===== src/sv/assert_macros.svh =====
// Assertion macros used by the pool RTL.
`ifndef ASSERT_MACROS_SVH
`define ASSERT_MACROS_SVH

// Implication that must hold at the same clock edge.
`define BRP_ASSERT_NOW(label, clk, rst, ante, cons) \
  label: assert property (@(posedge clk) disable iff (rst) (ante) |-> (cons)) \
    else $error("assertion failed");

// Implication that must hold at the following clock edge.
`define BRP_ASSERT_NEXT(label, clk, rst, ante, cons) \
  label: assert property (@(posedge clk) disable iff (rst) (ante) |=> (cons)) \
    else $error("assertion failed");

`endif


===== src/sv/brp_ram.sv =====
// ----------------------------------------------------------------------------
// brp_ram
// Simple dual-port memory: one write port, one registered read port.
// ----------------------------------------------------------------------------
`timescale 1ns / 1ps
`default_nettype none

module brp_ram #(
  parameter int WIDTH = 8,
  parameter int DEPTH = 32,
  parameter int AW    = $clog2(DEPTH)
) (
  input  wire logic             clk,
  input  wire logic             we,
  input  wire logic [AW-1:0]    waddr,
  input  wire logic [WIDTH-1:0] wdata,
  input  wire logic             re,
  input  wire logic [AW-1:0]    raddr,
  output logic      [WIDTH-1:0] rdata
);

  logic [WIDTH-1:0] mem [DEPTH];

  // Write port.
  always_ff @(posedge clk) begin
    if (we) begin
      mem[waddr] <= wdata;
    end
  end

  // Read port; the data holds while no read is issued.
  always_ff @(posedge clk) begin
    if (re) begin
      rdata <= mem[raddr];
    end
  end

endmodule

`default_nettype wire


===== config.mk =====
export PLATFORM = sky130hd
export DESIGN_NAME = brp_ram
export DESIGN_NICKNAME = d
export VERILOG_FILES = /design/src/sv/assert_macros.svh /design/src/sv/brp_ram.sv
export SDC_FILE = /design/constraint.sdc
export NUM_CORES = 1
export LEC_CHECK = 0
export ABC_AREA = 1
export BUFFER_PORTS_ARGS = -buffer_cell sky130_fd_sc_hd__buf_2
export CORE_ASPECT_RATIO = 0.7
export CORE_MARGIN = 4
export CORE_UTILIZATION = 35
export DETAILED_ROUTE_END_ITERATION = 16
export PLACE_DENSITY_LB_ADDON = 0.12
export SYNTH_ARGS = -nofsm -noshare
export SYNTH_HDL_FRONTEND = slang
export SYNTH_SLANG_ARGS = --single-unit

===== constraint.sdc =====
create_clock -name clk -period 2.1 [get_ports clk]
set_input_delay 0.42 -clock clk [delete_from_list [all_inputs] [get_ports clk]]
set_output_delay 0.42 -clock clk [all_outputs]
set_load 0.01 [all_outputs]

==> Implementation_results.wiki, run 1 <==
{| class="wikitable"
! Metric !! Value
|-
| Bufs on Longest Clock Path || 3
|-
| Register Area || 7930 sq um
|-
| Vias in the first global route || roughly 6500
|-
| Number of post-CTS setup repair buffers || 0
|-
| Most common cell after layout, fill and taps aside || nand2_1
|-
| Layout overhead on the synthesized area || 15.0%
|-
| Leakage dissipation || between 4 and 5 nW
|-
| Placeable core area || between 30000 and 40000 sq um
|-
| Sw Pwr || between 0.002 and 0.0025 W
|-
| Crit path buffers/inverters || 1
|-
| Number of instances in the synthesized netlist || 922
|-
| Share of post-route cells with drive strength above 1 || 12.3%
|-
| Number of antenna diodes || 0
|-
| Path type of the worst setup path || register to output pin
|-
| Detail-routed via count per cell || between 4 and 5
|-
| Clk slew on worst S/H paths || roughly 0.060 ns
|-
| Final setup violating endpoints || 0
|-
| Wire length of the first global-routing pass || around 44000 um
|-
| Post-synthesis net count || around 940
|-
| Initial core utilization || between 30 and 40%
|-
| Total of max-cap violations || 0
|-
| Sequential power share || 52.9%
|-
| Cell Chain, Critical Path || buf_2
|-
| Number of antenna-violating nets in the routed design || 0
|-
| Maximum operating frequency || between 600 and 700 MHz
|-
| Clock Skew || 0.0140 ns
|-
| Post-DP Area || ~12000 sq um
|-
| Worst reg2reg path startpoint || mem[16][0]
|-
| Number of buffers added to fix hold violations after cts || 0
|-
| Remaining global-route overflow || 0
|-
| Max-slew violation total from the final report || 0
|-
| Number of antenna violations at the first check in global routing || 0
|-
| Layout filler cell count || about 2900
|-
| Final #Nets || between 1000 and 1500
|-
| Register bit count reported by yosys || 264
|-
| DRC violation count after routing || 0
|-
| Required time of the critical path || 1.68 ns
|-
| Number of ports placed on the die boundary || 29
|-
| Internal power contribution || 0.00867 W
|-
| Warning count from the yosys run || 0
|-
| Area of all placed cells without fillers || ~12000 sq um
|-
| Reg2reg end || rdata[0]
|-
| Period utilisation layout || between 70% and 80%
|-
| DRT Wirelength || just under 30000 um
|-
| Clock network fraction of total power || approximately two fifths
|-
| CTS tree || built
|-
| Post-Syn Area || roughly 11000 sq um
|-
| Maximum ir drop on the vdd rail || between 0.4 and 0.5 mV
|-
| Worst-Margin Slew || 0.735 ns
|-
| Sum of net half-perimeters after detailed placement || approximately 18000 um
|-
| FP Rows || between 50 and 60
|-
| Weighted congestion at the end of routability-driven global placement || 0.763
|-
| Accumulated negative setup slack || 0 ns
|-
| Via count || approximately 6900
|-
| Root Driver || clkbuf_16
|-
| Hold EP || rdata[1]
|-
| Area taken by multi-input logic gates || roughly 2500 sq um
|-
| Minimum clock period || about 1.6 ns
|-
| Clock network latency to the later pin of the worst-skew pair || around 0.54 ns
|-
| PwrDens || between 800 and 900 nW/um^2
|-
| Kind of launch point of the worst setup path || register
|-
| Cts repair resizes || 0
|-
| Distinct cell type count after synthesis || 11
|-
| Reg-to-reg slack, setup || 0.78 ns
|-
| Unrepaired setup endpoints after global routing || false
|-
| Crit path max fanout || 1
|-
| Switching share of power || approximately 22%
|-
| Post-synthesis average cell area || 11.8 sq um
|-
| Clock sinks || between 200 and 300
|-
| Path category of the worst min-delay check || primary input to register
|-
| IO buf count || 28
|-
| Number of design-rule violations left by the first detailed-router iteration || roughly 640
|-
| Status || complete, no violations
|-
| Maximum single-stage delay on the critical path || around 0.47 ns
|-
| Maximum number of pins on one net before global-route repair || between 60 and 70
|-
| Die Area || around 34000 sq um
|-
| Overall die width || ~220 um
|-
| Hold Crit Depth || 1
|-
| Max-Slew Margin vs Limit || about half
|-
| Critical path capture point type || output pin
|-
| Fraction of the yosys area taken by sequential cells || 73.0%
|-
| H-tree depth || 1
|-
| Share of power burned in combinational logic || slightly below 7%
|-
| Die height || roughly 160 um
|-
| Overall routing resource usage || 17.5%
|-
| Count of cells along the worst register-to-register path || 8
|-
| Number of buffers added by the clock tree synthesis step || 26
|-
| Cell with the largest stage delay on the worst path || edfxtp_1
|-
| Most used cells in the layout excluding fill and tap cells || 360 x nand2_1, 264 x edfxtp_1, 204 x nand3_1
|-
| Routed wirelength normalized by instance count || between 20 and 25 um
|-
| Largest delay contributor family on the critical path || flip-flops
|-
| Router iterations before antenna repair || 5
|-
| Arrival time of the worst setup path || around 1.2 ns
|-
| Number of hold violations in the final report || 0
|-
| Start point of the worst min-delay path || re
|}
==> registers in the layout, summed over array words and instances, names as in the netlist <==
signal  cells
mem       256
rdata       8
==> how the worst max path moves through the flow <==
stage / slack, ns / from / endpoint / depth (start not counted)
floorplan: 0.65 / waddr[0] / mem[0][0] / 3
global placement: 0.16 / raddr[0] / rdata[3] / 11
detailed placement: 0.15 / raddr[0] / rdata[3] / 11
CTS: 0.47 / rdata[1] / rdata[1] / 1
global route: 0.46 / rdata[1] / rdata[1] / 1
finish: 0.49 / rdata[1] / rdata[1] / 1
==> metal layers <==
| metal | track usage (%) | vias up | wire (um) |
|---|---|---|---|
| li1 | - | 3333 | - |
| met1 | 28.3 | 3380 | 15000 |
| met2 | 25.0 | 170 | 12600 |
| met3 | 2.91 | 37 | 1570 |
| met4 | 2.71 | 0 | 394 |
| met5 | 0 | - | 0 |
==> final cells by class <==
type                       count  share of cell area, %
sequential                   264                   63.4
multi-input combinational    596                   19.9
timing repair buffer          89                   5.81
clock buffer                  33                   5.59
tap                          412                   4.12
clock inverter                11                  0.781
inverter                      10                  0.320
==> logic make-up (layout without fill, tap and decap cells) <==
family                 Yosys count  count (layout)  synth area share, %
flip-flops                     264             264                 73.0
buffers and inverters           62             143                 4.11
AND/OR/NAND/NOR                596             596                 22.9
==> power groups by stage <==
stage	Combinational (W)	Sequential, W	Clock, W
final	0.000770	0.00590	0.00449
after global routing	0.000857	0.00590	0.00487
after CTS	0.000785	0.00590	0.00462
after detailed placement	0.000783	0.00601	0
after global placement	0.000784	0.00602	0
after floorplan	0.000422	0.00601	0
==> synthesized netlist by cell type <==
| cell type | number | share of area (%) |
|---|---|---|
| buf_1 | 2 | 0.069 |
| nand2_1 | 360 | 12 |
| buf_6 | 24 | 2.5 |
| nor2_1 | 32 | 1.1 |
| inv_1 | 8 | 0.28 |
| edfxtp_1 | 264 | 73 |
| inv_2 | 2 | 0.069 |
| buf_2 | 15 | 0.69 |
| clkbuf_1 | 7 | 0.24 |
| nand3_1 | 204 | 9.4 |
| buf_4 | 4 | 0.28 |
==> stage by stage <==
step	setup slack, ns	util (%)	hold WS [ns]	power [W]	cells
detailed placement	0.153	38.6	0.826	0.00680	1371
finish	0.485	41.2	0.282	0.0112	1415
global route	0.457	41.2	0.254	0.0116	1415
floorplan	0.646	-	0.519	0.00644	922
CTS	0.469	41.2	0.248	0.0113	1415
global placement	0.164	38.6	0.823	0.00680	1371
(Power assumes the default switching activity.)
==> run 2, diff against run 1 <==
ABC_AREA = 0   (was 1)
clock period = 1.3 ns   (was 2.1 ns; I/O delays follow)
==> run 2 against run 1 <==
The flow now finishes with violations (setup timing). Combinational power increased by 45%. Worst hold slack worse by 0.18 ns. Register-to-register slack worse by 1.5 ns. Synthesized cell count is 55% lower. Highest routed layer unchanged. Routed wire length down 18%. Core utilization up 3.6 points. First-iteration DRC count down 35%. Area after synthesis down 6.7%. Design area is 1.0% higher.
==> Implementation_results.wiki, run 2 <==
{| class="wikitable"
! Metric !! Value
|-
| Clock sinks || 264 (unchanged)
|-
| Clock network latency to the later pin of the worst-skew pair || 0.52 ns (was 0.54 ns)
|-
| Internal power contribution || 0.0142 W (was 0.00867 W)
|-
| Number of antenna diodes || 0 (unchanged)
|-
| Worst-Margin Slew || 0.676 ns (was 0.735 ns)
|-
| Post-synthesis net count || 438 (was 943)
|-
| Share of power burned in combinational logic || 6.3% (was 6.9%)
|-
| Bufs on Longest Clock Path || 3 (unchanged)
|-
| Leakage dissipation || 3.97 nW (was 4.64 nW)
|-
| Placeable core area || 28100 sq um (was 30300 sq um)
|-
| H-tree depth || 1 (unchanged)
|-
| Commonest register cell after synthesis || edfxtp_1 (unchanged)
|-
| Final #Nets || 538 (was 1008)
|-
| Max-slew violation total from the final report || 0 (unchanged)
|-
| Most used cells in the layout excluding fill and tap cells || 264 x edfxtp_1, 80 x mux4_2, 38 x buf_12 (was 360 x nand2_1, 264 x edfxtp_1, 204 x nand3_1)
|-
| Number of instances in the synthesized netlist || 417 (was 922)
|-
| Clk slew on worst S/H paths || 0.06 ns (about the same)
|-
| Remaining global-route overflow || 0 (unchanged)
|-
| Path type of the worst setup path || register to register (was register to output pin)
|-
| Number of design-rule violations left by the first detailed-router iteration || 413 (was 639)
|-
| Wire length of the first global-routing pass || 35800 um (was 44300 um)
|-
| Share of flip-flops with an asynchronous set or reset || 0% (unchanged)
|-
| Clock Skew || 0.00701 ns (was 0.0140 ns)
|-
| Maximum number of pins on one net before global-route repair || 33 (was 64)
|-
| Router iterations before antenna repair || 4 (was 5)
|-
| Layout overhead on the synthesized area || 24.6% (was 15.0%)
|-
| Required time of the critical path || 1.58 ns (was 1.68 ns)
|-
| DRC violation count after routing || 0 (unchanged)
|-
| Sum of net half-perimeters after detailed placement || 16200 um (was 18100 um)
|-
| Sequential power share || 53.4% (was 52.9%)
|-
| Clock network fraction of total power || 40.4% (was 40.2%)
|-
| Overall routing resource usage || 15.9% (was 17.5%)
|-
| Share of post-route cells with drive strength above 1 || 45.9% (was 12.3%)
|-
| Kind of launch point of the worst setup path || register (unchanged)
|-
| Detail-routed via count per cell || 5.15 (was 4.89)
|-
| Cell mode on critical path || mux4_2
|-
| Critical path capture point type || register (was output pin)
|-
| Number of ports placed on the die boundary || 29 (unchanged)
|-
| Registers with the most flip-flops || mem x256, rdata x8 (unchanged)
|-
| Most common cell after layout, fill and taps aside || edfxtp_1 (was nand2_1)
|-
| Number of buffers added by the clock tree synthesis step || 26 (unchanged)
|-
| Maximum operating frequency || roughly 510 MHz
|-
| Sw Pwr || 0.00368 W (was 0.00249 W)
|-
| Worst setup slack before clock tree synthesis || -1.08 ns (was 0.153 ns)
|-
| Die Area || 31800 sq um (was 34000 sq um)
|-
| Cell Chain, Critical Path || mux4_2 -> mux4_2 -> mux2_4 (was buf_2)
|-
| Number of hold violations in the final report || 0 (unchanged)
|-
| Cell with the largest stage delay on the worst path || mux4_2 (was edfxtp_1)
|-
| Fraction of the yosys area taken by sequential cells || 78.2% (was 73.0%)
|-
| Via count || 4673 (was 6920)
|-
| Total of max-cap violations || 0 (unchanged)
|-
| Warning count from the yosys run || 0 (unchanged)
|-
| PwrDens || 1420 nW/um^2 (was 893 nW/um^2)
|-
| Period utilisation layout || 152%
|-
| Crit path max fanout || 1 (unchanged)
|-
| Post-Syn Area || 10100 sq um (was 10900 sq um)
|-
| Leading area contributor after synthesis || edfxtp_1 (unchanged)
|-
| Post-synth EDFFs || 264 (unchanged)
|-
| Post-synthesis average cell area || 24.3 sq um (was 11.8 sq um)
|-
| Final cell utilization of the core || 44.9% (was 41.2%)
|-
| Overall die width || 211 um (was 219 um)
|-
| Layout filler cell count || 2323 (was 2903)
|-
| Vias in the first global route || 4944 (was 6548)
|-
| Minimum clock period || approximately 2 ns
|-
| Number of buffers added to fix hold violations after cts || 0 (unchanged)
|-
| Path category of the worst min-delay check || primary input to register (unchanged)
|-
| Initial core utilization || 36.0% (was 35.9%)
|-
| Placed Cells incl. Taps || 860 (was 1371)
|-
| Status || complete, but fails checks (was complete, no violations)
|-
| Routed wirelength normalized by instance count || 26.9 um (was 20.9 um)
|-
| Register with the highest flop count || mem (unchanged)
|-
| Die height || 150 um (was 155 um)
|-
| Violations in the final reports || setup timing
|-
| IO buf count || 28 (unchanged)
|-
| Max FFs per register || 256 (unchanged)
|-
| Maximum single-stage delay on the critical path || 0.54 ns (was 0.47 ns)
|-
| DRT Wirelength || 24400 um (was 29600 um)
|-
| Register bit count reported by yosys || 264 (unchanged)
|-
| Switching share of power || 20.6% (was 22.3%)
|-
| Number of antenna violations at the first check in global routing || 1 (was 0)
|-
| Max-Slew Margin vs Limit || 54.9% (was 51.0%)
|-
| Final setup violating endpoints || 15 (was 0)
|-
| CTS tree || built (unchanged)
|-
| Non-filler cells, final || 907 (was 1415)
|-
| Main area contributors after synthesis || edfxtp_1 78%, mux4_2 18%, nor2_1 1.2% (was edfxtp_1 73%, nand2_1 12%, nand3_1 9.4%)
|-
| Worst-case setup margin in the final layout || -0.676 ns (was 0.485 ns)
|-
| Largest delay contributor family on the critical path || multiplexers (was flip-flops)
|-
| Unrepaired setup endpoints after global routing || true (was false)
|-
| Number of antenna-violating nets in the routed design || 0 (unchanged)
|-
| Weighted congestion at the end of routability-driven global placement || 0.781 (was 0.763)
|-
| FP Rows || 51 (was 53)
|-
| Area share of the leading cell type in the synthesized netlist || 78.2% (was 73.0%)
|-
| Top cells by instance count after synthesis || 264 x edfxtp_1, 80 x mux4_2, 33 x nor2_1 (was 360 x nand2_1, 264 x edfxtp_1, 204 x nand3_1)
|-
| Maximum ir drop on the vdd rail || 0.838 mV (was 0.429 mV)
|-
| Dominant cell by count in the synthesized netlist || edfxtp_1 (was nand2_1)
|-
| Distinct cell type count after synthesis || 14 (was 11)
|-
| Arrival time of the worst setup path || 2.25 ns (was 1.19 ns)
|-
| Root Driver || clkbuf_16 (unchanged)
|-
| Crit path buffers/inverters || 0 (was 1)
|}
-- run 2: cell count changes after synthesis, sizes merged, moves of 3 or more --
cell | previous run | this run
buf | 45 | 14
mux4 | 0 | 80
mux2 | 0 | 8
or3b | 0 | 3
nand2 | 360 | 1
nand3 | 204 | 2
inv | 10 | 0
nand3b | 0 | 5
-- run 2: final timing paths --
kind                                  from  endpoint  slack, ns  depth (start not counted)
worst max-delay path            mem[13][2]  rdata[2]      -0.68                          3
worst min-delay path                    re  rdata[2]       0.10                          1
worst max register to register  mem[13][2]  rdata[2]      -0.68                          3
worst min register to register  mem[24][7]  rdata[7]       0.99                          3
-- run 2: kinds of logic (layout without fill, tap and decap cells) --
| kind of cell | Yosys count | count (layout) | share of synthesized area (%) |
|---|---|---|---|
| and+or+nand+nor | 45 | 45 | 2.05 |
| DFF | 264 | 264 | 78.2 |
| buffers and inverters | 20 | 139 | 1.05 |
| muxes | 88 | 88 | 18.7 |
-- run 2: repair_timing --
action                                  in CTS  in global routing
setup buffers                                0                  0
endpoints found under the setup margin      16                 16
resized for setup                            2                  2
gates cloned                                 0                  0
-- run 2: per-layer routing --
layer	share of wire [%]	routed length (um)	track usage (%)	vias to the layer above
met3	6.1	1500	3.67	27
met2	44	10800	23.5	119
li1	-	-	-	1999
met4	1.3	327	2.32	0
met5	0	0	0	-
met1	48	11700	24.9	2528
-- run 2: area by class of cell --
cell class / count / area, sq um / area share (%)
flip-flops and latches: 264 / 7930 / 62.8
multi-input cells: 133 / 2310 / 18.3
repair buffers: 92 / 1100 / 8.75
clock buffers: 33 / 698 / 5.53
well taps: 371 / 464 / 3.68
clock inverters: 14 / 116 / 0.922
-- run 2: worst register-to-register path, delay by kind of cell, from the launching register on --
family,cells,cell delay (ns)
DFF,1,0.37
muxes,3,1.36
-- run 2: power by group through the flow --
stage	logic, W	registers (W)	clock network [W]
after CTS	0.00114	0.00954	0.00740
after detailed placement	0.00114	0.00973	0
after global routing	0.00120	0.00954	0.00782
final	0.00112	0.00954	0.00722
after floorplan	0.000591	0.00972	0
after global placement	0.00112	0.00972	0
-- run 2: stage by stage --
| stage | hold WS [ns] | setup TNS [ns] | power, W | area (sq um) |
|---|---|---|---|---|
| floorplan | 0.359 | -38.26 | 0.0103 | 10500 |
| global placement | 0.658 | -63.75 | 0.0108 | 11800 |
| detailed placement | 0.644 | -64.05 | 0.0109 | 11800 |
| finish | 0.105 | -5.50 | 0.0179 | 12600 |
| CTS | 0.0891 | -5.87 | 0.0181 | 12600 |
| global route | 0.0884 | -6.14 | 0.0186 | 12600 |
